**src/rtl/sui_pkg.sv**
```systemverilog
`timescale 1ns / 1ps
// ----------------------------------------------------------------------------
// sui_pkg
// Word types and status codes shared by the sorted unique insert block.
// ----------------------------------------------------------------------------
package sui_pkg;

	localparam logic OP_INSERT = 1'b0;
	localparam logic OP_CLEAR  = 1'b1;

	localparam logic [1:0] ST_INSERTED  = 2'd0;
	localparam logic [1:0] ST_DUPLICATE = 2'd1;
	localparam logic [1:0] ST_FULL      = 2'd2;
	localparam logic [1:0] ST_CLEARED   = 2'd3;

	typedef struct packed {
		logic               operation;
		logic signed [31:0] value;
	} req_word_t;

	typedef struct packed {
		logic [1:0] status;
		logic [3:0] position;
		logic [4:0] stored_count;
	} rsp_word_t;

	typedef struct packed {
		logic ins;
		logic valid;
	} cell_ctl_t;

	typedef struct packed {
		logic ge;
		logic hit;
	} cell_stat_t;

endpackage

```
**src/rtl/sorted_unique_insert.sv**
```systemverilog
`timescale 1ns / 1ps
// ----------------------------------------------------------------------------
// sorted_unique_insert
// Ordered store of distinct signed values built as a row of compare and
// shift cells.
// ----------------------------------------------------------------------------
// The block holds up to DEPTH distinct signed 32-bit values in ascending
// order. Each request word either inserts a value or clears the store, and
// yields exactly one response word: inserted with the slot used, duplicate,
// full, or cleared, together with the count held afterwards. Every cell of
// the row compares its entry with the key and shifts in the same cycle, so
// one word is taken per clock unless an unconsumed response stalls input;
// the response comes from an output register in the cycle after acceptance,
// and a new request is taken while it waits if it is consumed in the same cycle.
// No clearing pass is needed after reset.
// ----------------------------------------------------------------------------
module sorted_unique_insert
	import sui_pkg::*;
#(
	parameter int DEPTH = 16
) (
	input  logic      clk,
	input  logic      arst_n,
	input  logic      req_valid,
	output logic      req_ready,
	input  req_word_t req_word,
	output logic      rsp_valid,
	input  logic      rsp_ready,
	output rsp_word_t rsp_word
);

	localparam int CW = $clog2(DEPTH + 1);
	localparam int PW = (DEPTH > 1) ? $clog2(DEPTH) : 1;

	logic [CW-1:0]      count_q;
	logic               rsp_valid_q;
	rsp_word_t          rsp_q;

	cell_ctl_t          ctl [DEPTH];
	cell_stat_t         stat [DEPTH];
	logic signed [31:0] entry [DEPTH];
	logic [DEPTH-1:0]   ge;
	logic [DEPTH-1:0]   hit;
	logic [DEPTH-1:0]   bound;

	logic               accept;
	logic               dup;
	logic               full;
	logic               ins_do;
	logic [PW-1:0]      pos;
	logic [CW-1:0]      count_next;
	logic [PW+3:0]      pos_ext;
	logic [CW+4:0]      count_ext;

	assign accept    = req_valid && req_ready;
	assign req_ready = !rsp_valid_q || rsp_ready;
	assign rsp_valid = rsp_valid_q;
	assign rsp_word  = rsp_q;

	for (genvar i = 0; i < DEPTH; i++) begin : g_cell
		assign ctl[i].ins   = ins_do;
		assign ctl[i].valid = CW'(i) < count_q;
		assign ge[i]        = stat[i].ge;
		assign hit[i]       = stat[i].hit;
		if (i == 0) begin : g_first
			assign bound[i] = ge[i];
			sui_cell u_cell (
				.clk        (clk),
				.ctl        (ctl[i]),
				.key        (req_word.value),
				.prev_ge    (1'b0),
				.prev_entry (req_word.value),
				.stat       (stat[i]),
				.entry      (entry[i])
			);
		end else begin : g_next
			assign bound[i] = ge[i] && !ge[i-1];
			sui_cell u_cell (
				.clk        (clk),
				.ctl        (ctl[i]),
				.key        (req_word.value),
				.prev_ge    (ge[i-1]),
				.prev_entry (entry[i-1]),
				.stat       (stat[i]),
				.entry      (entry[i])
			);
		end
	end

	assign dup    = |hit;
	assign full   = count_q == CW'(DEPTH);
	assign ins_do = accept && (req_word.operation == OP_INSERT) && !dup && !full;

	always_comb begin
		pos = '0;
		for (int i = 0; i < DEPTH; i++) begin
			if (bound[i]) begin
				pos = pos | PW'(i);
			end
		end
	end

	always_comb begin
		if (req_word.operation == OP_CLEAR) begin
			count_next = '0;
		end else if (ins_do) begin
			count_next = count_q + CW'(1);
		end else begin
			count_next = count_q;
		end
	end

	assign pos_ext   = {4'b0, pos};
	assign count_ext = {5'b0, count_next};

	always_ff @(posedge clk or negedge arst_n) begin
		if (!arst_n) begin
			count_q     <= '0;
			rsp_valid_q <= 1'b0;
		end else begin
			if (accept) begin
				count_q     <= count_next;
				rsp_valid_q <= 1'b1;
			end else if (rsp_ready) begin
				rsp_valid_q <= 1'b0;
			end
		end
	end

	always_ff @(posedge clk) begin
		if (accept) begin
			rsp_q.stored_count <= count_ext[4:0];
			rsp_q.position     <= ins_do ? pos_ext[3:0] : 4'd0;
			if (req_word.operation == OP_CLEAR) begin
				rsp_q.status <= ST_CLEARED;
			end else if (dup) begin
				rsp_q.status <= ST_DUPLICATE;
			end else if (full) begin
				rsp_q.status <= ST_FULL;
			end else begin
				rsp_q.status <= ST_INSERTED;
			end
		end
	end

	a_count_bound : assert property (@(posedge clk) disable iff (!arst_n)
		count_q <= CW'(DEPTH))
		else $error("entry count beyond depth");

	a_one_boundary : assert property (@(posedge clk) disable iff (!arst_n)
		$onehot0(bound))
		else $error("row lost its ascending order");

	a_clear_empties : assert property (@(posedge clk) disable iff (!arst_n)
		accept && (req_word.operation == OP_CLEAR) |=> count_q == '0)
		else $error("clear left entries");

	a_insert_grows : assert property (@(posedge clk) disable iff (!arst_n)
		ins_do |=> count_q == $past(count_q) + CW'(1))
		else $error("insert did not advance count");

endmodule

```
**src/rtl/sui_cell.sv**
```systemverilog
`timescale 1ns / 1ps
// ----------------------------------------------------------------------------
// sui_cell
// One slot of the sorted row: compares its entry with the key, and on an
// insert at or past the insertion point takes the key or the entry of its lower neighbor.
// ----------------------------------------------------------------------------
module sui_cell
	import sui_pkg::*;
(
	input  logic               clk,
	input  cell_ctl_t          ctl,
	input  logic signed [31:0] key,
	input  logic               prev_ge,
	input  logic signed [31:0] prev_entry,
	output cell_stat_t         stat,
	output logic signed [31:0] entry
);

	logic signed [31:0] entry_q;

	assign stat.ge  = !(ctl.valid && (entry_q < key));
	assign stat.hit = ctl.valid && (entry_q == key);
	assign entry    = entry_q;

	always_ff @(posedge clk) begin
		if (ctl.ins && stat.ge) begin
			if (prev_ge) begin
				entry_q <= prev_entry;
			end else begin
				entry_q <= key;
			end
		end
	end

endmodule
```
**config.mk**
```make
export PLATFORM = sky130hd
export DESIGN_NAME = sorted_unique_insert
export DESIGN_NICKNAME = d
export VERILOG_FILES = /design/src/rtl/sui_pkg.sv /design/src/rtl/sorted_unique_insert.sv /design/src/rtl/sui_cell.sv
export SDC_FILE = /design/constraint.sdc
export NUM_CORES = 2
export LEC_CHECK = 0
export BUFFER_PORTS_ARGS = -buffer_cell sky130_fd_sc_hd__buf_2
export CAP_MARGIN = 0
export CORE_ASPECT_RATIO = 1.4
export CORE_MARGIN = 1.5
export CORE_UTILIZATION = 55
export DETAILED_ROUTE_END_ITERATION = 6
export PLACE_DENSITY = 0.68
export SLEW_MARGIN = 20
export SYNTH_ARGS = -nofsm -noshare
export SYNTH_HDL_FRONTEND = slang
export SYNTH_HIERARCHICAL = 1
export SYNTH_SLANG_ARGS = --single-unit
```
**constraint.sdc**
```tcl
create_clock -name clk -period 5.6 [get_ports clk]
set_clock_uncertainty 0.15 [all_clocks]
set_input_delay 1.12 -clock clk [delete_from_list [all_inputs] [get_ports clk]]
set_output_delay 1.12 -clock clk [all_outputs]
set_load 0.01 [all_outputs]
```
==> results by group <==
STA
  – Period minus WS final: 4590 ps
  – Hold Vio Cnt, Final: 0
  – Post-route setup TNS: 0 ps
  – Fmax achieved: 218 MHz
  – Setup slack after layout: roughly 1000 ps
  – Max Slew Vio Count: 0
  – Final Setup Violations: 0
  – Period utilisation layout: 0.819
  – Slew @ Worst Pin: around 1100 ps
  – WHS: approximately 230 ps
  – Unrepaired setup endpoints after global routing: false
  – Rel. slew slack: 0.262

Synth
  – Synth top area share: 0.442
  – Synthesis Warnings: 6
  – Synth Area in Adders: 0.181
  – XOR/XNOR share of the synthesized area: 0
  – Post-synthesis sequential area ratio: 0.446
  – Synth async-reset ratio: 0.0113
  – Mapped Nets: ~4200
  – Mapped cell area: roughly 36000 µm²
  – Avg Inst Size Synth: 9.77 µm²
  – Number of synthesized flops with an enable pin: around 520
  – Netlist cell types: 48
  – Yosys top cell by area: edfxtp_1
  – Simple-gate share of the synthesized area: 0.130
  – Mux share of post-synthesis cell area: 0.00535
  – Dominant synthesized flop cell: edfxtp_1
  – Top cells by area, synth: edfxtp_1, ha_1, o21ai_0, nand2_1, inv_1
  – Largest family of logic cells by synthesized area: adder cells
  – Cells after Synth: about 3600
  – FF+latch count, synth: around 530
  – Complex-gate fraction of the synthesized area: 0.167

Clock tree
  – H-tree depth: 2
  – Post-CTS Setup Inserts: 0
  – Clk buf depth: 3
  – CTS Root Cell: clkbuf_16
  – CTS Hold Bufs: 0
  – CTS Sinks: roughly 530
  – CTS Buf Count: 55
  – Post-CTS Resized: 0
  – Clk slew on worst S/H paths: 60 ps
  – CTS tree: built
  – Worst-Skew Late Latency: between 600 and 700 ps

Die
  – Die ar.: 66200 µm²
  – # rows: 110
  – Starting Density: 0.555
  – Die height: around 300 µm
  – Core area: between 60000 and 70000 µm²
  – Die width: 218 µm
  – Ports: 50

Routing
  – Via density: roughly 5.4
  – Wire per inst: between 15 and 20 µm
  – Final antenna-violating net count: 0
  – Final WL: ~74000 µm
  – TritonRoute pass-1 iters: 5
  – Vias after detailed routing: around 25000
  – 1st-iter DRT viols: 1228
  – Drc violations: 0

Worst setup path
  – Worst r2r path cells: 14
  – Crit path required time: 5700 ps
  – FF-to-FF setup slack: about 1000 ps
  – Critical path type: reg -> reg
  – Worst setup SP type: register
  – Worst Path Max Fanout: 32
  – RR Startpoint: count_q[3]$_DFFE_PN0N_
  – CP Capture Type: register
  – FF-to-FF End: g_cell[6].g_next.u_cell/entry[24]$_DFFE_PP_
  – Worst path arrival time: roughly 4700 ps

GRT
  – GR Util All Layers: 0.225
  – First-pass GRT wire length: approximately 120000 µm
  – Vias in the first global route: 24700
  – Initial antenna violation count: 0
  – GR Overflow Total: 0
  – Pin count of the biggest net entering global routing: 64

Layout
  – Most frequent cells in the layout: nand2_1, inv_1, edfxtp_1, o21ai_0, ha_1
  – Share of cells above drive strength 1: 0.0727
  – ANT cells: 0
  – Most common cell after layout, fill and taps aside: nand2_1
  – Area Growth Syn to Fin: 8.92%
  – Nets: around 4200

Flow run
  – MaxCap Viol Count: 0

Min path
  – Path type of the worst min-delay path: in -> async

Placed design
  – Gpl congestion: 0.827
  – Post-DP HPWL: ~60000 µm
  – Place WS: 454 ps
  – IO Port Bufs: slightly below 50

Power
  – VDD IR max: between 200 and 300 µV
  – Total power draw: 12.4 mW
  – Cell Pwr Density: roughly 320 nW/µm²
  – LEAKAGE: between 15 and 20 nW

Outcome
  – Status: completed
==> per-layer routing <==
| layer | GRT usage | routed length, µm |
|---|---|---|
| met1 | 0.242 | 29000 |
| met2 | 0.455 | 41300 |
| met3 | 0.0242 | 2020 |
| met4 | 0.0534 | 1420 |
| met5 | 0 | 0 |
==> registers in the layout (all words and copies together), names as in the netlist <==
signal                       cells
rsp_valid                        1
g_cell.g_first.u_cell/entry     32
rsp_word                        11
g_cell.g_next.u_cell/entry     480
count_q                          5
==> where the power goes <==
group / switching (mW) / internal [mW]
clock network: 1.52 / 1.90
logic: 2.30 / 1.25
registers: 0.231 / 5.19
==> cells in the mapped netlist, types with 2 or more instances <==
cell type	count
nand2_1	574
inv_1	559
edfxtp_1	523
o21ai_0	519
ha_1	514
a21oi_1	236
clkbuf_1	117
nand4_1	97
nand3_1	66
a21o_1	51
nor2_1	41
and4_1	32
nor2b_1	24
nor4_1	20
nor3_1	17
o211ai_1	17
a2111oi_4	16
a211oi_1	16
a211oi_2	16
a21boi_1	16
mux2_2	16
nand4_4	16
nor4b_2	16
o21a_1	16
o21ai_1	16
o2bb2ai_1	16
o311a_1	16
o41ai_1	16
dfrtp_1	6
nand2b_1	6
or4_1	5
a31oi_1	4
o31ai_1	3
a31o_2	2
nor4_2	2
o21bai_1	2
==> stage by stage <==
stage               cells   util  area [µm²]
detailed placement   4464  0.578       37100
CTS                  4566  0.604       38700
global route         4566  0.604       38700
global placement     4464  0.578       37100
finish               4566  0.604       38700
floorplan            3641      -       35600
==> layout make-up <==
class,count,area [µm²]
inverter,559,2100
tap,840,1050
clock buffer,76,1500
timing repair buffer,101,636
clock inverter,26,136
fill,5643,25400
sequential,529,15900
multi-input combinational,2435,17500
==> logic make-up after synthesis <==
family | after synthesis
and+or+nand+nor | 922
other | 1
muxes | 17
buffers and inverters | 677
AOI/OAI and AO/OA | 981
adders and majority gates | 514
DFF | 529
==> critical path, cell delays in order (launching register included) <==
cell	delay, ps
dfrtp_1	500
nor2_1	390
inv_1	170
nor2_1	230
nand2_1	190
and4_1	230
and4_1	220
nor4_1	510
nand4_1	190
or3_4	430
inv_1	60
buf_4	240
inv_1	100
a211oi_4	160
buf_4	430
==> how the worst max path moves through the flow <==
stage / start / slack [ps] / endpoint / cells past startpoint
after floorplan: req_word[27] / 410 / g_cell[0].g_first.u_cell/entry[0]$_DFFE_PP_ / 12
final: count_q[3]$_DFFE_PN0N_ / 1010 / g_cell[6].g_next.u_cell/entry[24]$_DFFE_PP_ / 14
after detailed placement: req_word[26] / 450 / g_cell[13].g_next.u_cell/entry[24]$_DFFE_PP_ / 14
after CTS: count_q[4]$_DFFE_PN0N_ / 1060 / g_cell[13].g_next.u_cell/entry[25]$_DFFE_PP_ / 15
after global routing: count_q[3]$_DFFE_PN0N_ / 700 / g_cell[1].g_next.u_cell/entry[27]$_DFFE_PP_ / 14
after global placement: req_word[27] / 530 / g_cell[0].g_first.u_cell/entry[24]$_DFFE_PP_ / 14
(Power assumes the default switching activity.)
